### config.mk
export PLATFORM = sky130hd
export DESIGN_NAME = base64_line_wrapped_encoder_unit
export DESIGN_NICKNAME = d
export VERILOG_FILES = /design/src/b64lw_pkg.sv /design/src/b64lw_front.sv /design/src/b64lw_fifo.sv /design/src/b64lw_back.sv /design/src/base64_line_wrapped_encoder_unit.sv
export SDC_FILE = /design/constraint.sdc
export NUM_CORES = 1
export LEC_CHECK = 0
export BUFFER_PORTS_ARGS = -buffer_cell sky130_fd_sc_hd__buf_4
export CAP_MARGIN = 20
export CELL_PAD_IN_SITES_DETAIL_PLACEMENT = 1
export CELL_PAD_IN_SITES_GLOBAL_PLACEMENT = 2
export CORE_MARGIN = 5
export CORE_UTILIZATION = 38
export DETAILED_ROUTE_END_ITERATION = 12
export PLACE_DENSITY = 0.76
export REMOVE_ABC_BUFFERS = 1
export SYNTH_ARGS = -nofsm -noshare
export SYNTH_HDL_FRONTEND = slang
export SYNTH_HIERARCHICAL = 1
export SYNTH_SLANG_ARGS = --single-unit
### constraint.sdc
create_clock -name clk_i -period 2.7 [get_ports clk_i]
set_input_delay 0.27 -clock clk_i [delete_from_list [all_inputs] [get_ports clk_i]]
set_output_delay 0.27 -clock clk_i [all_outputs]
set_load 0.02 [all_outputs]
### src/b64lw_pkg.sv
// shared types, constants and the alphabet function for the line-wrapped base64 encoder
package b64lw_pkg;

  localparam int unsigned LineLimit = 60;
  localparam logic [7:0]  CharNl    = 8'h0a;
  localparam logic [7:0]  CharPad   = 8'h3d;
  localparam logic [7:0]  CharPlus  = 8'h2b;
  localparam logic [7:0]  CharSlash = 8'h2f;

  typedef struct packed {
    logic [5:0] s0;
    logic [5:0] s1;
    logic [5:0] s2;
    logic [5:0] s3;
    logic [1:0] nbytes;
    logic       nl;
    logic       eot;
  } grp_t;

  function automatic logic [7:0] b64_char(input logic [5:0] v);
    logic [7:0] r;
    if (v < 6'd26) begin
      r = 8'h41 + {2'b00, v};
    end else if (v < 6'd52) begin
      r = 8'h61 + {2'b00, v} - 8'd26;
    end else if (v < 6'd62) begin
      r = 8'h30 + {2'b00, v} - 8'd52;
    end else if (v == 6'd62) begin
      r = CharPlus;
    end else begin
      r = CharSlash;
    end
    return r;
  endfunction

endpackage

### src/b64lw_front.sv
// front end: gathers bytes into groups, tracks line fill and pushes encoded groups
module b64lw_front (
  input  logic               clk_i,
  input  logic               rst_ni,
  input  logic               in_valid_i,
  output logic               in_stall_o,
  input  logic [7:0]         in_byte_i,
  input  logic               end_of_data_i,
  input  logic               q_full_i,
  output logic               q_push_o,
  output b64lw_pkg::grp_t    q_wdata_o
);
  import b64lw_pkg::*;

  logic [1:0]  phase_q, phase_d, phase;
  logic [15:0] held_q, held_d;
  logic [6:0]  line_q, line_d;
  logic        acc;
  logic [7:0]  b0, b1, b2;
  logic        nl;

  assign in_stall_o = q_full_i;
  assign acc        = in_valid_i && !q_full_i;
  assign phase      = (phase_q > 2'd2) ? 2'd2 : phase_q;
  assign q_push_o   = acc && (end_of_data_i || phase == 2'd2);
  assign nl         = ({1'b0, line_q} + 8'd4) > 8'(LineLimit);

  always_comb begin
    unique case (phase)
      2'd0: begin
        b0 = in_byte_i; b1 = 8'h00; b2 = 8'h00;
      end
      2'd1: begin
        b0 = held_q[15:8]; b1 = in_byte_i; b2 = 8'h00;
      end
      default: begin
        b0 = held_q[15:8]; b1 = held_q[7:0]; b2 = in_byte_i;
      end
    endcase
  end

  always_comb begin
    q_wdata_o.s0     = b0[7:2];
    q_wdata_o.s1     = {b0[1:0], b1[7:4]};
    q_wdata_o.s2     = {b1[3:0], b2[7:6]};
    q_wdata_o.s3     = b2[5:0];
    q_wdata_o.nbytes = phase + 2'd1;
    q_wdata_o.nl     = nl;
    q_wdata_o.eot    = end_of_data_i;
  end

  always_comb begin
    phase_d = phase_q;
    held_d  = held_q;
    line_d  = line_q;
    if (q_push_o) begin
      phase_d = 2'd0;
      held_d  = 16'h0000;
      if (end_of_data_i) begin
        line_d = 7'd0;
      end else if (nl) begin
        line_d = 7'd4;
      end else begin
        line_d = line_q + 7'd4;
      end
    end else if (acc) begin
      phase_d = phase + 2'd1;
      if (phase == 2'd0) begin
        held_d = {in_byte_i, 8'h00};
      end else begin
        held_d = {held_q[15:8], in_byte_i};
      end
    end
  end

  always_ff @(posedge clk_i or negedge rst_ni) begin
    if (!rst_ni) begin
      phase_q <= 2'd0;
      held_q  <= 16'h0000;
      line_q  <= 7'd0;
    end else begin
      phase_q <= phase_d;
      held_q  <= held_d;
      line_q  <= line_d;
    end
  end

endmodule

### src/b64lw_fifo.sv
// two-entry queue of encoded groups between front and back end
module b64lw_fifo (
  input  logic               clk_i,
  input  logic               rst_ni,
  input  logic               push_i,
  input  b64lw_pkg::grp_t    wdata_i,
  output logic               full_o,
  input  logic               pop_i,
  output b64lw_pkg::grp_t    rdata_o,
  output logic               empty_o
);
  import b64lw_pkg::*;

  localparam int unsigned Depth = 2;
  localparam int unsigned PtrW  = $clog2(Depth);
  localparam int unsigned CntW  = $clog2(Depth + 1);

  grp_t            mem_q [Depth];
  logic [PtrW-1:0] wr_q, rd_q;
  logic [CntW-1:0] cnt_q;

  assign full_o  = cnt_q == CntW'(Depth);
  assign empty_o = cnt_q == '0;
  assign rdata_o = mem_q[rd_q];

  always_ff @(posedge clk_i) begin
    if (push_i) begin
      mem_q[wr_q] <= wdata_i;
    end
  end

  always_ff @(posedge clk_i or negedge rst_ni) begin
    if (!rst_ni) begin
      wr_q  <= '0;
      rd_q  <= '0;
      cnt_q <= '0;
    end else begin
      if (push_i) begin
        wr_q <= (wr_q == PtrW'(Depth - 1)) ? '0 : wr_q + PtrW'(1);
      end
      if (pop_i) begin
        rd_q <= (rd_q == PtrW'(Depth - 1)) ? '0 : rd_q + PtrW'(1);
      end
      if (push_i && !pop_i) begin
        cnt_q <= cnt_q + CntW'(1);
      end else if (pop_i && !push_i) begin
        cnt_q <= cnt_q - CntW'(1);
      end
    end
  end

endmodule

### src/b64lw_back.sv
// back end: walks each queued group and drives one character per cycle into the output register when not stalled
module b64lw_back (
  input  logic               clk_i,
  input  logic               rst_ni,
  input  b64lw_pkg::grp_t    q_rdata_i,
  input  logic               q_empty_i,
  output logic               q_pop_o,
  output logic               out_valid_o,
  input  logic               out_stall_i,
  output logic [7:0]         out_char_o,
  output logic               run_last_o,
  output logic               end_of_text_o
);
  import b64lw_pkg::*;

  logic [2:0] idx_q;
  logic [1:0] k;
  logic       load, fire, step_last;
  logic [7:0] ch;
  logic       valid_q;
  logic [7:0] char_q;
  logic       run_last_q, eot_q;

  assign load      = !valid_q || !out_stall_i;
  assign fire      = load && !q_empty_i;
  assign k         = 2'(idx_q - {2'b00, q_rdata_i.nl});
  assign step_last = idx_q == (q_rdata_i.nl ? 3'd4 : 3'd3);
  assign q_pop_o   = fire && step_last;

  always_comb begin
    if (q_rdata_i.nl && idx_q == 3'd0) begin
      ch = CharNl;
    end else begin
      case (k)
        2'd0:    ch = b64_char(q_rdata_i.s0);
        2'd1:    ch = b64_char(q_rdata_i.s1);
        2'd2:    ch = (q_rdata_i.nbytes >= 2'd2) ? b64_char(q_rdata_i.s2) : CharPad;
        default: ch = (q_rdata_i.nbytes == 2'd3) ? b64_char(q_rdata_i.s3) : CharPad;
      endcase
    end
  end

  always_ff @(posedge clk_i or negedge rst_ni) begin
    if (!rst_ni) begin
      idx_q   <= 3'd0;
      valid_q <= 1'b0;
    end else if (load) begin
      valid_q <= fire;
      if (fire) begin
        idx_q <= step_last ? 3'd0 : idx_q + 3'd1;
      end
    end
  end

  always_ff @(posedge clk_i) begin
    if (fire) begin
      char_q     <= ch;
      run_last_q <= step_last;
      eot_q      <= step_last && q_rdata_i.eot;
    end
  end

  assign out_valid_o   = valid_q;
  assign out_char_o    = char_q;
  assign run_last_o    = run_last_q;
  assign end_of_text_o = eot_q;

endmodule

### src/base64_line_wrapped_encoder_unit.sv
// top level of the line-wrapped base64 encoder
// Streaming base64 encoder: bytes arrive one per request with end_of_data_i on the last
// byte of a message; every completed group of three bytes, and the short final group,
// leaves as four characters (padded with '=' at the end), with a newline put before any
// group that would take the line past 60 characters. The input takes one byte per cycle
// as long as the two-entry group queue has room; the output port moves one character per
// cycle while out_stall_i is low, and that single character output sets the sustained
// rate. A completed group is written into the group queue, and its first character then
// goes into the back end's output register.
module base64_line_wrapped_encoder_unit (
  input  logic       clk_i,
  input  logic       rst_ni,
  input  logic       in_valid_i,
  output logic       in_stall_o,
  input  logic [7:0] in_byte_i,
  input  logic       end_of_data_i,
  output logic       out_valid_o,
  input  logic       out_stall_i,
  output logic [7:0] out_char_o,
  output logic       run_last_o,
  output logic       end_of_text_o
);
  import b64lw_pkg::*;

  grp_t q_wdata, q_rdata;
  logic q_push, q_pop, q_full, q_empty;

  b64lw_front u_front (
    .clk_i         (clk_i),
    .rst_ni        (rst_ni),
    .in_valid_i    (in_valid_i),
    .in_stall_o    (in_stall_o),
    .in_byte_i     (in_byte_i),
    .end_of_data_i (end_of_data_i),
    .q_full_i      (q_full),
    .q_push_o      (q_push),
    .q_wdata_o     (q_wdata)
  );

  b64lw_fifo u_fifo (
    .clk_i   (clk_i),
    .rst_ni  (rst_ni),
    .push_i  (q_push),
    .wdata_i (q_wdata),
    .full_o  (q_full),
    .pop_i   (q_pop),
    .rdata_o (q_rdata),
    .empty_o (q_empty)
  );

  b64lw_back u_back (
    .clk_i         (clk_i),
    .rst_ni        (rst_ni),
    .q_rdata_i     (q_rdata),
    .q_empty_i     (q_empty),
    .q_pop_o       (q_pop),
    .out_valid_o   (out_valid_o),
    .out_stall_i   (out_stall_i),
    .out_char_o    (out_char_o),
    .run_last_o    (run_last_o),
    .end_of_text_o (end_of_text_o)
  );

endmodule

Word-level counts from Yosys, hierarchy flattened:

Memory sizes are Yosys's and may differ from the RTL's.
Index checks and enable logic that the tools add are counted.

* bits of input ports: 13
* word-level logic and storage cells: 132
* register bits: 43
* memories kept: 1
* RAM bits: 56
* output and inout bits: 12

* mux-type cells: 38
* equality and inequality tests: 11
* $add $sub $neg: 29
* reduce and logical (&&, ||, !) cells: 26
* $lt $le $gt $ge: 15

Memories
* u_fifo.mem_q: words 2, bits a word 28, rd ports 1, clocked after Yosys merged registers in 0, wr ports 1, line b64lw_fifo.sv:18 `grp_t mem_q [Depth];`

Operator list (count)
* 2-to-1 mux 8 bit: 16
* adder 7 x 6 -> 8 bit (first input constant): 8
* less-than comparator 6 bit (second input constant): 8
* 2-to-1 mux 16 bit: 3
* subtractor 8 x 5 -> 8 bit (second input constant): 4
* subtractor 8 x 6 -> 8 bit (second input constant): 4
* adder 6 x 6 -> 7 bit (first input constant): 4
* equality test 6 bit (second input constant): 4
* less-than comparator 6 x 5 -> 1 bit (second input constant): 4
* case mux 8 bit (3 select lines): 1
* 2-to-1 mux 3 bit: 6
* case mux 8 bit (2 select lines): 1
* 2-to-1 mux 7 bit: 2
* 2-to-1 mux 2 bit: 5
* adder 7 x 3 -> 8 bit (second input constant): 1
* equality test 2 bit (second input constant): 4
* greater-than comparator 8 x 6 -> 1 bit (second input constant): 1
* logical AND 1 bit: 8
* adder 7 x 3 -> 7 bit (second input constant): 1
* zero test 1 bit: 6
* zero test 2 bit: 3
* nonzero test 2 bit: 3
* adder 2 x 1 -> 2 bit (second input constant): 2
* equality test 2 x 1 -> 1 bit (second input constant): 2
* other kinds (12): 18

Depth between registers and ports, before layout:

* depth in word-level cells: 9
* gate-level depth with buffers: 12
* depth with buffers taken out: 9

Modules after synthesis:

Netlist, hierarchy kept.

By module, submodules not included
* b64lw_back: area each 2319.7 sq um, times used 1, cells each 305, seq. area each 400.4 sq um
* b64lw_fifo: area each 2254.7 sq um, times used 1, cells each 103, seq. area each 1781.7 sq um
* b64lw_front: area each 1288.7 sq um, times used 1, cells each 122, seq. area each 575.6 sq um

Worst setup path after synthesis:

No wires, ideal clock.

* path type: register -> register
* from: register u_fifo.cnt_q[1]
* to: memory u_fifo/mem_q[0][0] (netlist name), enable pin
* clock period less this slack: 2.818 ns
* arrival time: 2.402 ns
* path slack: -0.118 ns
* stages on the path, launching flop included: 6
* path buffers: 0
* data required time: 2.284 ns
* library setup time: 0.416 ns
* cells stage by stage: dfrtp_1 > nor2b_1 > and2b_1 > o21ai_1 > inv_1 > nor2b_1

* cells in the longest elaborated chain, start to end: 6

RTL lines
* start: declaration: line b64lw_fifo.sv:20 `logic [CntW-1:0] cnt_q;`
* start signal: assignment: line b64lw_fifo.sv:45 `cnt_q <= cnt_q + CntW'(1);`
* start signal: assignment: line b64lw_fifo.sv:47 `cnt_q <= cnt_q - CntW'(1);`
* equality test 2 bit: line b64lw_fifo.sv:22 `assign full_o = cnt_q == CntW'(Depth);`
* via q_full: line base64_line_wrapped_encoder_unit.sv:26 `logic q_push, q_pop, q_full, q_empty;`
* zero test 1 bit: line b64lw_front.sv:23 `assign acc = in_valid_i && !q_full_i;`
* logical AND 1 bit: line b64lw_front.sv:23
* logical AND 1 bit: line b64lw_front.sv:25 `assign q_push_o = acc && (end_of_data_i || phase == 2'd2);`
* via q_push: line base64_line_wrapped_encoder_unit.sv:26
* 2-to-1 mux 1 bit: line b64lw_fifo.sv:27 `if (push_i) begin`
* 2-to-1 mux 1 bit (not written as such): line b64lw_fifo.sv:28 `mem_q[wr_q] <= wdata_i;`
* end: declaration: line b64lw_fifo.sv:18

The timed path passes the listed nets, and every way through them passes these cells.

==> impl_results.html <==
<table>
<tr><th>Metric</th><th>Value</th></tr>
<tr><th colspan="2">Timing</th></tr>
<tr><td>Max Fclk</td><td>0.3748 GHz</td></tr>
<tr><td>Final TNS setup</td><td>0 ns</td></tr>
<tr><td>Clock skew</td><td>0.007943 ns</td></tr>
<tr><td>Post-route worst hold slack</td><td>0.1501 ns</td></tr>
<tr><td>Final Max Tran Viols</td><td>0</td></tr>
<tr><td>Setup-failing EPs final</td><td>0</td></tr>
<tr><td>Final Critical Period</td><td>2.668 ns</td></tr>
<tr><td>Number of hold-slack violations in the final timing report</td><td>0</td></tr>
<tr><td>Setup repair after global routing missed its margin</td><td>yes</td></tr>
<tr><td>Final critical-path share of the clock period</td><td>98.83%</td></tr>
<tr><td>Worst Max-Slew Pin Slew</td><td>0.5875 ns</td></tr>
<tr><td>Max-slew headroom</td><td>60.54%</td></tr>
<tr><th colspan="2">Logic synthesis</th></tr>
<tr><td>Synthesized instance count</td><td>530</td></tr>
<tr><td>Most frequent cell after synthesis</td><td>sky130_fd_sc_hd__edfxtp_1</td></tr>
<tr><td>Number of synthesized flops with an enable pin</td><td>66</td></tr>
<tr><td>Leading post-synthesis cells by instance count</td><td>sky130_fd_sc_hd__edfxtp_1, sky130_fd_sc_hd__nand2_1, sky130_fd_sc_hd__dfrtp_1, sky130_fd_sc_hd__ha_1, sky130_fd_sc_hd__a21oi_1</td></tr>
<tr><td>Avg Cell Area, Syn</td><td>11.06 µm²</td></tr>
<tr><td>Area share of the leading cell type in the synthesized netlist</td><td>33.80%</td></tr>
<tr><td>Primary flip-flop cell chosen by synthesis mapping</td><td>sky130_fd_sc_hd__edfxtp_1</td></tr>
<tr><td>Seq/Total Area, Yosys</td><td>47.03%</td></tr>
<tr><td>Biggest area contributors in the synthesized netlist</td><td>sky130_fd_sc_hd__edfxtp_1, sky130_fd_sc_hd__dfrtp_1, sky130_fd_sc_hd__ha_1</td></tr>
<tr><td>Yosys synthesis warning count</td><td>6</td></tr>
<tr><td>FF+latch count, synth</td><td>97</td></tr>
<tr><td>Summed instance area of the synthesized netlist</td><td>5863 µm²</td></tr>
<tr><td>Fraction of registers with async set/reset</td><td>31.96%</td></tr>
<tr><td>Yosys cell types</td><td>78</td></tr>
<tr><td>Cell type with the highest aggregate area in the netlist</td><td>sky130_fd_sc_hd__edfxtp_1</td></tr>
<tr><th colspan="2">Setup path</th></tr>
<tr><td>Cells along the critical path</td><td>buf_12, mux2_4, ha_4, a211oi_4, buf_6, nor2_4, o21a_1, a31oi_2, o22ai_2, o221a_1</td></tr>
<tr><td>Nature of the critical path endpoint</td><td>register</td></tr>
<tr><td>Worst EP required</td><td>2.81 ns</td></tr>
<tr><td>Data arrival time of the worst path</td><td>2.78 ns</td></tr>
<tr><td>Start-to-end type of the worst setup path</td><td>reg -&gt; reg</td></tr>
<tr><td>Critical-path maximum fanout</td><td>8</td></tr>
<tr><td>Worst Setup Start Kind</td><td>register</td></tr>
<tr><td>Slowest stage cell, crit path</td><td>sky130_fd_sc_hd__dfrtp_2</td></tr>
<tr><td>Register-to-register setup slack</td><td>0.03 ns</td></tr>
<tr><td>Max incr delay on CP</td><td>0.46 ns</td></tr>
<tr><th colspan="2">Route</th></tr>
<tr><td>Count of antenna-violating nets left after detailed routing</td><td>0</td></tr>
<tr><td>Length of the first detailed-routing pass in iterations</td><td>4</td></tr>
<tr><td>Initial DRC count</td><td>194</td></tr>
<tr><td>Total length of routed wires</td><td>16.35 mm</td></tr>
<tr><td>Via count normalized by instance count</td><td>5.600</td></tr>
<tr><td>Routed wirelength normalized by instance count</td><td>20.31 µm</td></tr>
<tr><td>Via Count</td><td>4508</td></tr>
<tr><td>DRC</td><td>0</td></tr>
<tr><th colspan="2">Clock tree</th></tr>
<tr><td>TritonCTS Buffers</td><td>9</td></tr>
<tr><td>Reg clk slew, reported paths</td><td>0.07 ns</td></tr>
<tr><td>Clock latency at the later pin of the worst-skew pair</td><td>0.35 ns</td></tr>
<tr><td>Maximum clock path buffer count</td><td>2</td></tr>
<tr><td>Clock tree from TritonCTS</td><td>done</td></tr>
<tr><td>Number of clock sinks</td><td>97</td></tr>
<tr><td>CTS Root Cell</td><td>sky130_fd_sc_hd__clkbuf_16</td></tr>
<tr><td>Maximum level of the CTS H-tree</td><td>3</td></tr>
<tr><th colspan="2">Global routing</th></tr>
<tr><td>Total Routing Usage GR</td><td>17.78%</td></tr>
<tr><td>Maximum number of pins on one net before global-route repair</td><td>32</td></tr>
<tr><td>Antenna violations before repair</td><td>0</td></tr>
<tr><td>Congestion Overflow GR</td><td>0</td></tr>
<tr><td>Via count of the first global-routing pass</td><td>4669</td></tr>
<tr><td>Wire length of the first global-routing pass</td><td>25.20 mm</td></tr>
<tr><th colspan="2">Floorplan</th></tr>
<tr><td>Die area</td><td>18010 µm²</td></tr>
<tr><td>Initial standard-cell utilization of the core</td><td>38.71%</td></tr>
<tr><td>Die height</td><td>134.2 µm</td></tr>
<tr><td>Core region area</td><td>15150 µm²</td></tr>
<tr><td>Number of cell rows</td><td>45</td></tr>
<tr><td>Boundary pin count</td><td>25</td></tr>
<tr><td>Die X</td><td>134.2 µm</td></tr>
<tr><th colspan="2">Power and ir drop</th></tr>
<tr><td>Leakage Power</td><td>2.907 nW</td></tr>
<tr><td>Total Power</td><td>9.766 mW</td></tr>
<tr><td>Pwr dens</td><td>1341 nW/µm²</td></tr>
<tr><td>Worst ir drop on vdd</td><td>0.3875 mV</td></tr>
<tr><th colspan="2">Final layout</th></tr>
<tr><td>Footprint of the flip-flops and latches</td><td>2759 µm²</td></tr>
<tr><td>Multi-input combinational cell area</td><td>3134 µm²</td></tr>
<tr><td>Core Util, Final</td><td>48.09%</td></tr>
<tr><td>Area added between synthesis and finish</td><td>24.22%</td></tr>
<tr><td>Number of nets at the end of the flow</td><td>656</td></tr>
<tr><td>Finished Cell Area</td><td>7283 µm²</td></tr>
<tr><td>Number of fillers in the final layout</td><td>1621</td></tr>
<tr><td>Share of post-route cells with drive strength above 1</td><td>34.20%</td></tr>
<tr><td>Antenna diodes</td><td>0</td></tr>
<tr><th colspan="2">Hold path</th></tr>
<tr><td>Type of the most critical hold path</td><td>in -&gt; reg</td></tr>
<tr><th colspan="2">Placement</th></tr>
<tr><td>Count of input and output buffers</td><td>24</td></tr>
<tr><td>GP Congestion</td><td>0.8458</td></tr>
<tr><td>Post-DP HPWL</td><td>11.81 mm</td></tr>
<tr><td>Placement Cell Area</td><td>6551 µm²</td></tr>
<tr><th colspan="2">Run</th></tr>
<tr><td>Max Cap Violations</td><td>0</td></tr>
<tr><th colspan="2">Status</th></tr>
<tr><td>Run status</td><td>completed</td></tr>
</table>
## cells in the final DEF, fill, tap and decap left out, drive strengths merged, types with 15 or more instances in the layout
| cell type | n |
|---|---|
| buf | 90 |
| edfxtp | 66 |
| nand2 | 44 |
| mux2 | 37 |
| o21ai | 32 |
| dfrtp | 31 |
| inv | 31 |
| a21oi | 30 |
| ha | 30 |
| a22o | 20 |
| nor2 | 20 |
| nand3 | 18 |
| and2 | 15 |
## cells by family after synthesis
group	share of synthesized area, %
AO/OA/AOI/OAI	18.40
XOR/XNOR	1.643
adder cells (fa/ha/maj)	6.402
buffers and inverters	4.247
flip-flops	47.03
multiplexers	8.429
AND/OR/NAND/NOR	13.85
## per-layer routing
metal  global-route usage [%]  share of wire [%]  vias to the layer above
met5                        0                  0                        -
met4                    6.391                2.7                        0
met3                    3.301                2.4                       37
met2                    29.72                 50                       71
met1                    23.09                 45                     2223
li1                         -                  -                     2177
## final timing paths
path                             start                   end  depth (start not counted)
max                        u_fifo/rd_q  u_back/out_char_o[2]                         10
max reg2reg                u_fifo/rd_q  u_back/out_char_o[2]                         10
min reg2reg                u_fifo/wr_q           u_fifo/wr_q                          1
min in group asynchronous       rst_ni       u_back/idx_q[1]                          2
max in group asynchronous       rst_ni           u_fifo/rd_q                          2
min                        out_stall_i    u_back/out_valid_o                          3
## what timing repair did
action,CTS,global route
cloned,0,2
hold buffers,1,0
setup buffers,1,12
endpoints found under the hold margin,31,0
gates resized for setup,10,62
pin swaps,2,17
endpoints found under the setup margin,4,7
## registers in the layout, summed over array words and instances, names as in the netlist
register / cells
u_fifo/wr_q: 1
u_back/end_of_text_o: 1
u_front/phase_q: 2
u_fifo/mem_q: 56
u_fifo/cnt_q: 2
u_fifo/rd_q: 1
u_back/idx_q: 3
u_back/out_valid_o: 1
u_back/out_char_o: 8
u_front/line_q: 5
u_back/run_last_o: 1
u_front/held_q: 16
## area by class of cell
cell class,count,share of cell area [%]
multi-input combinational,384,43.03
sequential,97,37.88
clock inverter,5,0.8074
timing repair buffer,92,10.08
inverter,29,1.529
clock buffer,10,3.436
tap,188,3.230
## per-stage QoR
step	worst slack, ns	instances
2_1_floorplan	-0.4315	509
6_report	0.03172	805
3_3_place_gp	-0.05766	774
4_1_cts	-0.01088	791
5_1_grt	-0.04311	805
3_5_place_dp	-0.07371	774
## worst max-delay path: cells and delay by family (launching register included)
family | cells | cell delay, ns
DFF | 1 | 0.46
and+or+nand+nor | 1 | 0.05
buffers and inverters | 2 | 0.33
muxes | 1 | 0.34
AOI/OAI and AO/OA | 5 | 1.06
adders and majority gates | 1 | 0.18
## where the power goes
group | internal (mW) | switching, mW | total, mW
combinational | 2.66 | 3.28 | 5.94
sequential | 2.21 | 0.261 | 2.48
clock | 0.773 | 0.580 | 1.35
No activity file was read; power rests on OpenSTA's default activity.
